<file path="src/rtl/sdsh_pkg.sv">
package sdsh_pkg;

  localparam logic [2:0] OP_INIT  = 3'd0;
  localparam logic [2:0] OP_READ  = 3'd1;
  localparam logic [2:0] OP_WRITE = 3'd2;
  localparam logic [2:0] OP_RX    = 3'd3;
  localparam logic [2:0] OP_DATA  = 3'd4;

  localparam logic [1:0] ST_OK     = 2'd0;
  localparam logic [1:0] ST_REJECT = 2'd1;
  localparam logic [1:0] ST_DATA   = 2'd2;
  localparam logic [1:0] ST_INIT   = 2'd3;

  localparam logic [2:0] CARD_NONE = 3'd0;
  localparam logic [2:0] CARD_MMC  = 3'd1;
  localparam logic [2:0] CARD_V1   = 3'd2;
  localparam logic [2:0] CARD_V2   = 3'd3;
  localparam logic [2:0] CARD_V2HC = 3'd4;

  typedef enum logic [4:0] {
    P_IDLE, P_WAKE, P_CMD0, P_CMD8, P_CMD8_TRAIL, P_V2_55, P_V2_41,
    P_CMD58, P_CMD58_TRAIL, P_V1_PROBE55, P_V1_PROBE41, P_V1_55, P_V1_41,
    P_MMC_1, P_CMD16,
    P_RD_CMD, P_RD_TOKEN, P_RD_DATA, P_RD_CRC, P_RD_STOP,
    P_WR_PRE55, P_WR_PRE23, P_WR_CMD, P_WR_READY, P_WR_TOKEN, P_WR_NEED,
    P_WR_DATA, P_WR_CRC, P_WR_RESP, P_WR_STOP_READY, P_WR_STOP_TOKEN
  } phase_t;

  typedef enum logic [2:0] {
    E_NONE, E_READY, E_FRAME, E_STUFF, E_RESP, E_TRAIL
  } eng_t;

  typedef struct packed {
    logic [2:0]  op;
    logic [31:0] sector;
    logic [7:0]  block_count;
    logic [7:0]  rx_byte;
    logic [7:0]  data_byte;
  } in_word_t;

  typedef struct packed {
    logic       tx_valid;
    logic [7:0] tx_byte;
    logic       chip_select;
    logic       slow_clock;
    logic       read_valid;
    logic [7:0] read_byte;
    logic       need_data;
    logic       done_res;
    logic [1:0] status;
    logic [2:0] card_type;
  } out_word_t;

endpackage

</file>
<file path="src/rtl/sd_card_spi_host_sequencer.sv">
// SD card SPI-mode host sequencer.
// in channel  (in_valid / in_stall / in_data): one word per event: a host
//   request (init, read, write), the byte returned by the last SPI exchange,
//   or a write data byte the block asked for with need_data.
// out channel (out_valid / out_stall / out_data): exactly one result word
//   per input word: next byte to exchange, chip select, slow clock, read
//   data, data request, completion status and card type.
// cfg_we / cfg_data write init_retry_limit (reset 65534); write only idle.
// Result path: an input register, then the result register after the
//   sequencing logic.
// Throughput: one word per cycle while the result is not stalled; SPI byte
//   exchange normally paces the words.
// Reset: the sequencer returns to idle with an unknown card type; the
//   retry limit returns to its default.
// Stall: a stalled result holds; the input register is taken in while the
//   result register is free or drains, so at most two words wait inside.
module sd_card_spi_host_sequencer
  import sdsh_pkg::*;
#(
  parameter int WAKE_CLOCK_BYTES = 10
) (
  input  logic      clk,
  input  logic      rst,
  input  logic      in_valid,
  output logic      in_stall,
  input  in_word_t  in_data,
  output logic      out_valid,
  input  logic      out_stall,
  output out_word_t out_data,
  input  logic      cfg_we,
  input  logic [15:0] cfg_data
);

  localparam int BLOCK_BYTES = 512;

  logic [15:0] init_retry_limit;
  logic        ir_valid;
  in_word_t    ir;
  logic        step;

  phase_t      phase, phase_next;
  eng_t        eng, eng_next;
  logic [2:0]  card_kind, card_kind_next;
  logic [5:0]  command_code, command_code_next;
  logic [31:0] command_argument, command_argument_next;
  logic [9:0]  byte_counter, byte_counter_next;
  logic [15:0] retry_counter, retry_counter_next;
  logic [7:0]  blocks_left, blocks_left_next;
  logic [7:0]  response_bytes [4];
  logic        rb_we;
  logic [1:0]  rb_idx;
  logic [7:0]  last_tx, last_tx_next;
  logic [31:0] xfer_address, xfer_address_next;
  logic        write_err, write_err_next;
  out_word_t   res;

  assign step     = ir_valid && (!out_valid || !out_stall);
  assign in_stall = ir_valid && out_valid && out_stall;

  always_ff @(posedge clk) begin
    if (rst) begin
      init_retry_limit <= 16'd65534;
    end else if (cfg_we) begin
      init_retry_limit <= cfg_data;
    end
  end

  always_ff @(posedge clk) begin
    if (rst) begin
      ir_valid <= 1'b0;
    end else if (!in_stall) begin
      ir_valid <= in_valid;
    end
  end

  always_ff @(posedge clk) begin
    if (!in_stall && in_valid) begin
      ir <= in_data;
    end
  end

  always_comb begin
    logic [7:0]  rx;
    logic [7:0]  r1;
    logic        cmd_done;
    logic        tx_v;
    logic [7:0]  tx;
    logic [15:0] lim;
    logic [15:0] rc_inc;
    logic [7:0]  cnt;
    logic [7:0]  bl_dec;
    logic        ok;
    logic        start_c;
    logic [5:0]  sc_code;
    logic [31:0] sc_arg;
    logic        trail;
    logic [9:0]  bc_inc;
    logic [9:0]  fi;

    phase_next            = phase;
    eng_next              = eng;
    card_kind_next        = card_kind;
    command_code_next     = command_code;
    command_argument_next = command_argument;
    byte_counter_next     = byte_counter;
    retry_counter_next    = retry_counter;
    blocks_left_next      = blocks_left;
    last_tx_next          = last_tx;
    xfer_address_next     = xfer_address;
    write_err_next        = write_err;
    rb_we                 = 1'b0;
    rb_idx                = byte_counter[1:0];
    res                   = '0;
    rx       = ir.rx_byte;
    r1       = 8'd0;
    cmd_done = 1'b0;
    tx_v     = 1'b0;
    tx       = 8'hFF;
    start_c  = 1'b0;
    sc_code  = 6'd0;
    sc_arg   = 32'd0;
    trail    = 1'b0;
    lim      = (init_retry_limit == 16'd0) ? 16'd1 : init_retry_limit;
    rc_inc   = (retry_counter != 16'hFFFF) ? retry_counter + 16'd1 : retry_counter;
    cnt      = (ir.block_count == 8'd0) ? 8'd1 : ir.block_count;
    bl_dec   = (blocks_left != 8'd0) ? blocks_left - 8'd1 : 8'd0;
    ok       = (rx[4:0] == 5'h05);
    bc_inc   = byte_counter + 10'd1;
    fi       = 10'd0;

    if (ir.op <= OP_WRITE) begin
      if (phase == P_IDLE) begin
        if (ir.op == OP_INIT) begin
          card_kind_next     = CARD_NONE;
          retry_counter_next = 16'd0;
          byte_counter_next  = 10'd0;
          phase_next         = P_WAKE;
          tx_v = 1'b1;
        end else begin
          blocks_left_next  = cnt;
          xfer_address_next = (card_kind == CARD_V2HC) ? ir.sector : {ir.sector[22:0], 9'd0};
          start_c = 1'b1;
          sc_arg  = xfer_address_next;
          if (ir.op == OP_READ) begin
            phase_next = P_RD_CMD;
            sc_code    = (cnt == 8'd1) ? 6'd17 : 6'd18;
          end else if (cnt == 8'd1) begin
            phase_next = P_WR_CMD;
            sc_code    = 6'd24;
          end else if (card_kind != CARD_MMC) begin
            phase_next = P_WR_PRE55;
            sc_code    = 6'd55;
            sc_arg     = 32'd0;
          end else begin
            phase_next = P_WR_CMD;
            sc_code    = 6'd25;
          end
        end
      end else if (phase == P_WR_NEED) begin
        res.need_data = 1'b1;
      end else begin
        tx_v = 1'b1;
        tx   = last_tx;
      end
    end else if (ir.op == OP_RX && phase != P_IDLE && phase != P_WR_NEED) begin
      if (eng != E_NONE) begin
        case (eng)
          E_READY: begin
            tx_v = 1'b1;
            if (rx == 8'hFF) begin
              eng_next          = E_FRAME;
              byte_counter_next = 10'd0;
              fi                = 10'd0;
              tx                = 8'hFF;
            end
          end
          E_FRAME: begin
            byte_counter_next = bc_inc;
            tx_v = 1'b1;
            fi   = bc_inc;
            if (bc_inc >= 10'd6) begin
              eng_next = (command_code == 6'd12) ? E_STUFF : E_RESP;
            end
          end
          E_STUFF: begin
            eng_next = E_RESP;
            tx_v     = 1'b1;
          end
          E_RESP: begin
            if (rx[7]) begin
              tx_v = 1'b1;
            end else begin
              eng_next = E_NONE;
              cmd_done = 1'b1;
              r1       = rx;
            end
          end
          default: begin
            rb_we             = 1'b1;
            byte_counter_next = bc_inc;
            if (bc_inc < 10'd4) begin
              tx_v = 1'b1;
            end else begin
              eng_next = E_NONE;
              cmd_done = 1'b1;
            end
          end
        endcase
        if (eng == E_READY && rx == 8'hFF || eng == E_FRAME && bc_inc < 10'd6) begin
          case (fi[2:0])
            3'd0:    tx = {2'b01, command_code};
            3'd1:    tx = command_argument[31:24];
            3'd2:    tx = command_argument[23:16];
            3'd3:    tx = command_argument[15:8];
            3'd4:    tx = command_argument[7:0];
            default: tx = (command_code == 6'd0) ? 8'h95 :
                          (command_code == 6'd8) ? 8'h87 : 8'h01;
          endcase
        end
        if (cmd_done) begin
          case (phase)
            P_CMD0: begin
              start_c = 1'b1;
              if (r1 == 8'h01) begin
                phase_next = P_CMD8;
                sc_code    = 6'd8;
                sc_arg     = 32'h1AA;
              end
            end
            P_CMD8: begin
              if (r1 == 8'h01) begin
                phase_next = P_CMD8_TRAIL;
                trail      = 1'b1;
              end else begin
                phase_next = P_V1_PROBE55;
                start_c    = 1'b1;
                sc_code    = 6'd55;
              end
            end
            P_CMD8_TRAIL: begin
              start_c = 1'b1;
              sc_code = 6'd55;
              if (response_bytes[2] == 8'h01 && rx == 8'hAA) begin
                retry_counter_next = 16'd0;
                phase_next         = P_V2_55;
              end else begin
                phase_next = P_V1_PROBE55;
              end
            end
            P_V2_55: begin
              phase_next = P_V2_41;
              start_c    = 1'b1;
              sc_code    = 6'd41;
              sc_arg     = 32'h40000000;
            end
            P_V2_41: begin
              if (r1 == 8'd0) begin
                phase_next = P_CMD58;
                start_c    = 1'b1;
                sc_code    = 6'd58;
              end else begin
                retry_counter_next = rc_inc;
                if (rc_inc >= lim) begin
                  card_kind_next = CARD_NONE;
                  phase_next     = P_IDLE;
                  eng_next       = E_NONE;
                  res.done_res   = 1'b1;
                  res.status     = ST_INIT;
                end else begin
                  phase_next = P_V2_55;
                  start_c    = 1'b1;
                  sc_code    = 6'd55;
                end
              end
            end
            P_CMD58: begin
              if (r1 == 8'd0) begin
                phase_next = P_CMD58_TRAIL;
                trail      = 1'b1;
              end else begin
                card_kind_next = CARD_NONE;
                phase_next     = P_IDLE;
                res.done_res   = 1'b1;
                res.status     = ST_INIT;
              end
            end
            P_CMD58_TRAIL: begin
              card_kind_next = response_bytes[0][6] ? CARD_V2HC : CARD_V2;
              phase_next     = P_IDLE;
              res.done_res   = 1'b1;
              res.status     = ST_OK;
            end
            P_V1_PROBE55: begin
              phase_next = P_V1_PROBE41;
              start_c    = 1'b1;
              sc_code    = 6'd41;
            end
            P_V1_PROBE41: begin
              retry_counter_next = 16'd0;
              start_c            = 1'b1;
              if (r1 <= 8'd1) begin
                card_kind_next = CARD_V1;
                phase_next     = P_V1_55;
                sc_code        = 6'd55;
              end else begin
                card_kind_next = CARD_MMC;
                phase_next     = P_MMC_1;
                sc_code        = 6'd1;
              end
            end
            P_V1_55: begin
              phase_next = P_V1_41;
              start_c    = 1'b1;
              sc_code    = 6'd41;
            end
            P_V1_41, P_MMC_1: begin
              if (r1 == 8'd0) begin
                phase_next = P_CMD16;
                start_c    = 1'b1;
                sc_code    = 6'd16;
                sc_arg     = 32'(BLOCK_BYTES);
              end else begin
                retry_counter_next = rc_inc;
                if (rc_inc >= lim) begin
                  card_kind_next = CARD_NONE;
                  phase_next     = P_IDLE;
                  res.done_res   = 1'b1;
                  res.status     = ST_INIT;
                end else if (phase == P_V1_41) begin
                  phase_next = P_V1_55;
                  start_c    = 1'b1;
                  sc_code    = 6'd55;
                end else begin
                  start_c = 1'b1;
                  sc_code = 6'd1;
                end
              end
            end
            P_CMD16: begin
              phase_next   = P_IDLE;
              res.done_res = 1'b1;
              if (r1 == 8'd0) begin
                res.status = ST_OK;
              end else begin
                card_kind_next = CARD_NONE;
                res.status     = ST_INIT;
              end
            end
            P_RD_CMD: begin
              if (r1 != 8'd0) begin
                phase_next   = P_IDLE;
                res.done_res = 1'b1;
                res.status   = ST_REJECT;
              end else begin
                phase_next = P_RD_TOKEN;
                tx_v       = 1'b1;
              end
            end
            P_RD_STOP: begin
              phase_next   = P_IDLE;
              res.done_res = 1'b1;
              res.status   = ST_OK;
            end
            P_WR_PRE55: begin
              phase_next = P_WR_PRE23;
              start_c    = 1'b1;
              sc_code    = 6'd23;
              sc_arg     = {24'd0, blocks_left};
            end
            P_WR_PRE23: begin
              phase_next = P_WR_CMD;
              start_c    = 1'b1;
              sc_code    = 6'd25;
              sc_arg     = xfer_address;
            end
            P_WR_CMD: begin
              if (r1 != 8'd0) begin
                phase_next   = P_IDLE;
                res.done_res = 1'b1;
                res.status   = ST_REJECT;
              end else begin
                write_err_next = 1'b0;
                phase_next     = P_WR_READY;
                tx_v           = 1'b1;
              end
            end
            default: begin
              tx_v = 1'b1;
              tx   = last_tx;
            end
          endcase
        end
      end else begin
        case (phase)
          P_WAKE: begin
            byte_counter_next = bc_inc;
            if (bc_inc < 10'(WAKE_CLOCK_BYTES)) begin
              tx_v = 1'b1;
            end else begin
              phase_next = P_CMD0;
              start_c    = 1'b1;
            end
          end
          P_RD_TOKEN: begin
            if (rx == 8'hFE) begin
              phase_next        = P_RD_DATA;
              byte_counter_next = 10'd0;
            end
            tx_v = 1'b1;
          end
          P_RD_DATA: begin
            res.read_valid = 1'b1;
            res.read_byte  = rx;
            tx_v           = 1'b1;
            if (bc_inc >= 10'(BLOCK_BYTES)) begin
              phase_next        = P_RD_CRC;
              byte_counter_next = 10'd0;
            end else begin
              byte_counter_next = bc_inc;
            end
          end
          P_RD_CRC: begin
            byte_counter_next = bc_inc;
            if (bc_inc < 10'd2) begin
              tx_v = 1'b1;
            end else begin
              blocks_left_next = bl_dec;
              if (bl_dec != 8'd0) begin
                phase_next = P_RD_TOKEN;
                tx_v       = 1'b1;
              end else if (command_code == 6'd18) begin
                phase_next = P_RD_STOP;
                start_c    = 1'b1;
                sc_code    = 6'd12;
              end else begin
                phase_next   = P_IDLE;
                res.done_res = 1'b1;
                res.status   = ST_OK;
              end
            end
          end
          P_WR_READY: begin
            tx_v = 1'b1;
            if (rx == 8'hFF) begin
              phase_next = P_WR_TOKEN;
              tx         = (command_code == 6'd24) ? 8'hFE : 8'hFC;
            end
          end
          P_WR_TOKEN: begin
            phase_next        = P_WR_NEED;
            byte_counter_next = 10'd0;
            res.need_data     = 1'b1;
          end
          P_WR_DATA: begin
            if (bc_inc < 10'(BLOCK_BYTES)) begin
              byte_counter_next = bc_inc;
              phase_next        = P_WR_NEED;
              res.need_data     = 1'b1;
            end else begin
              byte_counter_next = 10'd0;
              phase_next        = P_WR_CRC;
              tx_v              = 1'b1;
            end
          end
          P_WR_CRC: begin
            byte_counter_next = bc_inc;
            if (bc_inc >= 10'd2) begin
              phase_next = P_WR_RESP;
            end
            tx_v = 1'b1;
          end
          P_WR_RESP: begin
            blocks_left_next = bl_dec;
            if (command_code == 6'd24) begin
              phase_next   = P_IDLE;
              res.done_res = 1'b1;
              res.status   = ok ? ST_OK : ST_DATA;
            end else begin
              if (!ok) begin
                write_err_next = 1'b1;
              end
              phase_next = (!ok || bl_dec == 8'd0) ? P_WR_STOP_READY : P_WR_READY;
              tx_v       = 1'b1;
            end
          end
          P_WR_STOP_READY: begin
            tx_v = 1'b1;
            if (rx == 8'hFF) begin
              phase_next = P_WR_STOP_TOKEN;
              tx         = 8'hFD;
            end
          end
          P_WR_STOP_TOKEN: begin
            phase_next   = P_IDLE;
            res.done_res = 1'b1;
            res.status   = write_err ? ST_DATA : ST_OK;
          end
          default: begin
            tx_v = 1'b1;
            tx   = last_tx;
          end
        endcase
      end
    end else if (ir.op == OP_DATA && phase == P_WR_NEED) begin
      phase_next = P_WR_DATA;
      tx_v       = 1'b1;
      tx         = ir.data_byte;
    end else if (phase == P_WR_NEED) begin
      res.need_data = 1'b1;
    end else if (phase != P_IDLE) begin
      tx_v = 1'b1;
      tx   = last_tx;
    end

    if (start_c) begin
      command_code_next     = sc_code;
      command_argument_next = sc_arg;
      eng_next              = E_READY;
      tx_v                  = 1'b1;
      tx                    = 8'hFF;
    end
    if (trail) begin
      byte_counter_next = 10'd0;
      eng_next          = E_TRAIL;
      tx_v              = 1'b1;
      tx                = 8'hFF;
    end
    if (res.done_res) begin
      eng_next = E_NONE;
    end
    if (tx_v) begin
      last_tx_next = tx;
    end

    res.tx_valid    = tx_v;
    res.tx_byte     = tx_v ? tx : 8'hFF;
    res.chip_select = (phase_next != P_IDLE) && (phase_next != P_WAKE);
    res.slow_clock  = (phase_next >= P_WAKE) && (phase_next <= P_CMD16);
    res.card_type   = card_kind_next;
  end

  always_ff @(posedge clk) begin
    if (rst) begin
      phase            <= P_IDLE;
      eng              <= E_NONE;
      card_kind        <= CARD_NONE;
      command_code     <= '0;
      command_argument <= '0;
      byte_counter     <= '0;
      retry_counter    <= '0;
      blocks_left      <= '0;
      last_tx          <= 8'hFF;
      xfer_address     <= '0;
      write_err        <= 1'b0;
    end else if (step) begin
      phase            <= phase_next;
      eng              <= eng_next;
      card_kind        <= card_kind_next;
      command_code     <= command_code_next;
      command_argument <= command_argument_next;
      byte_counter     <= byte_counter_next;
      retry_counter    <= retry_counter_next;
      blocks_left      <= blocks_left_next;
      last_tx          <= last_tx_next;
      xfer_address     <= xfer_address_next;
      write_err        <= write_err_next;
    end
  end

  always_ff @(posedge clk) begin
    if (step && rb_we) begin
      response_bytes[rb_idx] <= ir.rx_byte;
    end
  end

  always_ff @(posedge clk) begin
    if (rst) begin
      out_valid <= 1'b0;
    end else if (!out_valid || !out_stall) begin
      out_valid <= ir_valid;
    end
  end

  always_ff @(posedge clk) begin
    if (step) begin
      out_data <= res;
    end
  end

endmodule

</file>
<file path="config.mk">
export PLATFORM = sky130hd
export DESIGN_NAME = sd_card_spi_host_sequencer
export DESIGN_NICKNAME = d
export VERILOG_FILES = /design/src/rtl/sdsh_pkg.sv /design/src/rtl/sd_card_spi_host_sequencer.sv
export SDC_FILE = /design/constraint.sdc
export NUM_CORES = 1
export LEC_CHECK = 0
export BUFFER_PORTS_ARGS = -buffer_cell sky130_fd_sc_hd__buf_2
export CAP_MARGIN = 10
export CELL_PAD_IN_SITES_DETAIL_PLACEMENT = 2
export CELL_PAD_IN_SITES_GLOBAL_PLACEMENT = 2
export CORE_ASPECT_RATIO = 1.75
export CORE_MARGIN = 2
export CORE_UTILIZATION = 37
export CTS_CLUSTER_DIAMETER = 60
export CTS_CLUSTER_SIZE = 20
export DETAILED_ROUTE_END_ITERATION = 16
export PLACE_DENSITY_LB_ADDON = 0.25
export SKIP_CTS_REPAIR_TIMING = 1
export SYNTH_ARGS = -nofsm -noshare
export SYNTH_HDL_FRONTEND = slang
export SYNTH_SLANG_ARGS = --single-unit
</file>
<file path="constraint.sdc">
create_clock -name clk -period 5.07 [get_ports clk]
set_input_delay 0.2535 -clock clk [delete_from_list [all_inputs] [get_ports clk]]
set_output_delay 0.2535 -clock clk [all_outputs]
set_load 0.005 [all_outputs]
</file>
==> summary.md <==
| Metric | Value |
|---|---|
| GRT Residual Overflow | `0` |
| R2R Path Start | `retry_counter[3]` |
| Slew Viols, Final | `0` |
| RSZ-0062 raised after global routing | `no` |
| P_sw | `between 1 and 1.5 mW` |
| Max IR drop VDD | `between 0.0002 and 0.0003 V` |
| Hold Vio Cnt, Final | `3` |
| DIE WIDTH | `149 um` |
| Hold Slack | `-0.0270 ns` |
| Core Region | `about 36000 sq um` |
| Vias per cell | `6.19` |
| R2R cell count | `18` |
| First drt pass iteration count | `6` |
| Clock Sinks | `about 240` |
| Outcome | `finished with violations` |
| Setup crit start | `retry_counter[3]` |
| Worst Setup End Kind | `flip-flop` |
| Residual DRC | `0` |
| Diode count | `0` |
| Die Span Y | `approximately 260 um` |
| Fmax achieved | `approximately 0.21 GHz` |
| Yosys warns | `0` |
| First-pass GRT wire length | `slightly below 90 mm` |
| Gate count after technology mapping | `1591` |
| Fin crit share | `0.939` |
| Hold Crit Class | `in -> reg` |
| Starting Density | `0.376` |
| Yosys cell types | `85` |
| Most numerous cell in the Yosys netlist | `nor2_1` |
| Comb power frac | `0.128` |
| H-tree depth | `1` |
| Crit-path max cell delay | `around 0.62 ns` |
| Longest Clk Path Bufs | `3` |
| Internal | `between 3 and 4 mW` |
| Clock share of power | `0.394` |
| Max Cap Violations | `0` |
| Worst Path Arrival | `5.21 ns` |
| Cell Rows | `92` |
| Static leakage | `5.69 nW` |
| Worst Max-Slew Pin Slew | `1.21 ns` |
| Largest cells by area after synthesis | `edfxtp_1 21%, dfxtp_1 21%, nor2_1 6.0%, a21oi_1 4.5%, nand2_1 3.7%` |
| Startpoint Class | `flip-flop` |
| Ys async rst share | `0` |
| Worst Path Required | `around 5.5 ns` |
| Vias in the first global route | `roughly 15000` |
| Drt wl/cell | `between 20 and 30 um` |
| CP delay by family, top | `compound AO/OA/AOI/OAI gates` |
| Sequential fraction of design power | `0.478` |
| CP Depth | `18` |
| Yosys top cell by area | `edfxtp_1` |
| Mapped Nets | `between 1500 and 2000` |
| Synthesized area | `13500 sq um` |
| Clock Pin Slew Worst Setup and Hold Paths | `roughly 0.08 ns` |
| Sw frac | `0.290` |
| Final worst path period need | `approximately 4.8 ns` |
| DRT antenna net count | `0` |
| Post-synth top area share | `0.211` |
| Setup crit end | `last_tx[2]` |
| Clock Latency Late Sink | `around 0.56 ns` |
| Avg Inst Size Synth | `around 8.5 sq um` |
| Failing checks | `hold timing` |
| Sequential share of the synthesized area | `0.421` |
| Top FF cell, synth | `dfxtp_1` |
| I/O pins | `~110` |
| CTS buffer count | `20` |
| Slew headroom | `0.183` |
| CTS tree | `done` |
| 1st-iter DRT viols | `between 700 and 800` |
| Hold_sp | `cfg_data[6]` |
| Routed wire length | `approximately 61 mm` |
| Initial antenna violation count | `0` |
| Setup TNS | `0 ns` |
| Die area | `between 30000 and 40000 sq um` |
| Setup slack, reg-to-reg | `between 0.3 and 0.4 ns` |
| Slowest cell on crit path | `o21ai_4` |
| Fin nets | `1831` |
| Worst Skew | `~0.039 ns` |
| Root Buffer | `clkbuf_16` |
| End-of-flow core utilization | `0.448` |
| Largest net degree at the start of global routing | `100` |
| Setup-failing EPs final | `0` |
| Commonest cells post-synth | `217 x nor2_1, 142 x dfxtp_1, 133 x nand2_1` |
| RD Place Congestion | `~1` |
| Pwr/cell area | `roughly 270 nW/um^2` |
| IO buf count | `around 110` |
| Flops & latches, synth | `about 240` |
| Buf+Inv Stages, Crit Path | `1` |
| RR Endpoint | `last_tx[2]` |
| DPL Wire Length | `about 44 mm` |
| Layout cells sized above 1 | `0.138` |
| GRT Util Overall | `0.306` |
| Via total after detailed routing | `around 14000` |
| Crit-path max FO | `24` |
| Setup CP Type | `reg -> reg` |
| Post-synth EDFFs | `95` |
| Area Overhead vs Synth | `19.2%` |
| CP cell instances | `nand3_1 > or3_1 > nor3_1 > nand4_1 > nand2b_1 > buf_4 > nor3_1 > xor2_1 > ha_1 > o21ai_0 > o21ai_0 > o2111a_1 > a311o_1 > a21oi_1 > o31a_1 > o21ai_4 > a211oi_1 > a31oi_1` |
==> stage by stage <==
| step | worst slack (ns) | power [mW] | area [sq um] | std cells | hold slack, ns |
|---|---|---|---|---|---|
| 3_3_place_gp | 0.465 | 2.64 | 14700 | 2103 | 0.430 |
| 2_1_floorplan | 0.608 | 2.43 | 13500 | 1591 | 0.352 |
| 4_1_cts | 0.0627 | 4.41 | 15400 | 2139 | -0.149 |
| 3_5_place_dp | 0.170 | 2.66 | 14700 | 2103 | 0.432 |
| 6_report | 0.309 | 4.43 | 16100 | 2214 | -0.0270 |
| 5_1_grt | 0.00871 | 4.58 | 16100 | 2214 | 0.00202 |
==> worst min-delay path by stage <==
stage	to	slack, ns	depth (start not counted)
2_1_floorplan	ir[0]	0.35	0
3_3_place_gp	ir[0]	0.43	1
3_5_place_dp	ir[38]	0.43	1
4_1_cts	ir[22]	-0.15	1
5_1_grt	init_retry_limit[6]	0.002	3
6_report	init_retry_limit[6]	-0.03	3
==> cell type report <==
class                   instances  area, sq um
fillers                      3966        19900
multi-input cells            1203         7280
flip-flops and latches        237         5700
repair buffers                238         1750
well taps                     470          588
clock buffers                  22          529
clock inverters                14          184
inverters                      30          113
==> cells in the final DEF, fill, tap and decap left out, types with 17 or more instances in the layout <==
| cell type | instances |
|---|---|
| edfxtp_1 | 95 |
| nand2b_1 | 19 |
| a22oi_1 | 21 |
| dfxtp_1 | 142 |
| a31oi_1 | 17 |
| buf_4 | 53 |
| o22ai_1 | 18 |
| nor4_1 | 19 |
| o211ai_1 | 27 |
| inv_1 | 28 |
| nor3_1 | 58 |
| o21ai_0 | 69 |
| a211oi_1 | 62 |
| dlygate4sd3_1 | 74 |
| nand2_1 | 133 |
| nand4_1 | 17 |
| a21oi_1 | 122 |
| clkbuf_16 | 21 |
| nand3_1 | 64 |
| ha_1 | 21 |
| mux2i_1 | 28 |
| and3_1 | 19 |
| nor2_1 | 217 |
| buf_2 | 107 |
==> registers in the layout, summed over array words and instances (netlist names), 9 cells and up <==
signal,count
xfer_address,32
byte_counter,10
out_data,27
retry_counter,16
response_bytes,9
command_argument,32
init_retry_limit,16
ir,59
==> tightest hold or removal path: stages <==
cell and delay (ns):
buf_2 0.08, nand2_1 0.07, o211ai_1 0.08
==> kinds of logic (layout without fill, tap and decap cells) <==
kind of cell / after synthesis / in the layout / share of synthesized area
flip-flops: 237 / 237 / 0.421
AO/OA/AOI/OAI: 501 / 501 / 0.256
multiplexers: 31 / 31 / 0.0232
XOR/XNOR: 15 / 15 / 0.00971
adder cells (fa/ha/maj): 21 / 21 / 0.0194
AND/OR/NAND/NOR: 635 / 635 / 0.226
buffers and inverters: 151 / 304 / 0.0449
==> routing by layer <==
metal | vias to the layer above | GRT usage | share of wire
met2 | 383 | 0.573 | 0.53
met3 | 206 | 0.0371 | 0.032
met1 | 6855 | 0.301 | 0.34
met4 | 0 | 0.231 | 0.091
met5 | - | 0 | 0
li1 | 6258 | - | -
==> power groups by stage <==
| stage | combinational, mW | clock (mW) | sequential (mW) |
|---|---|---|---|
| 2_1_floorplan | 0.307 | 0 | 2.12 |
| 3_3_place_gp | 0.491 | 0 | 2.15 |
| 3_5_place_dp | 0.507 | 0 | 2.16 |
| 4_1_cts | 0.511 | 1.78 | 2.11 |
| 5_1_grt | 0.610 | 1.85 | 2.12 |
| 6_report | 0.567 | 1.75 | 2.11 |
(Power assumes the default switching activity.)
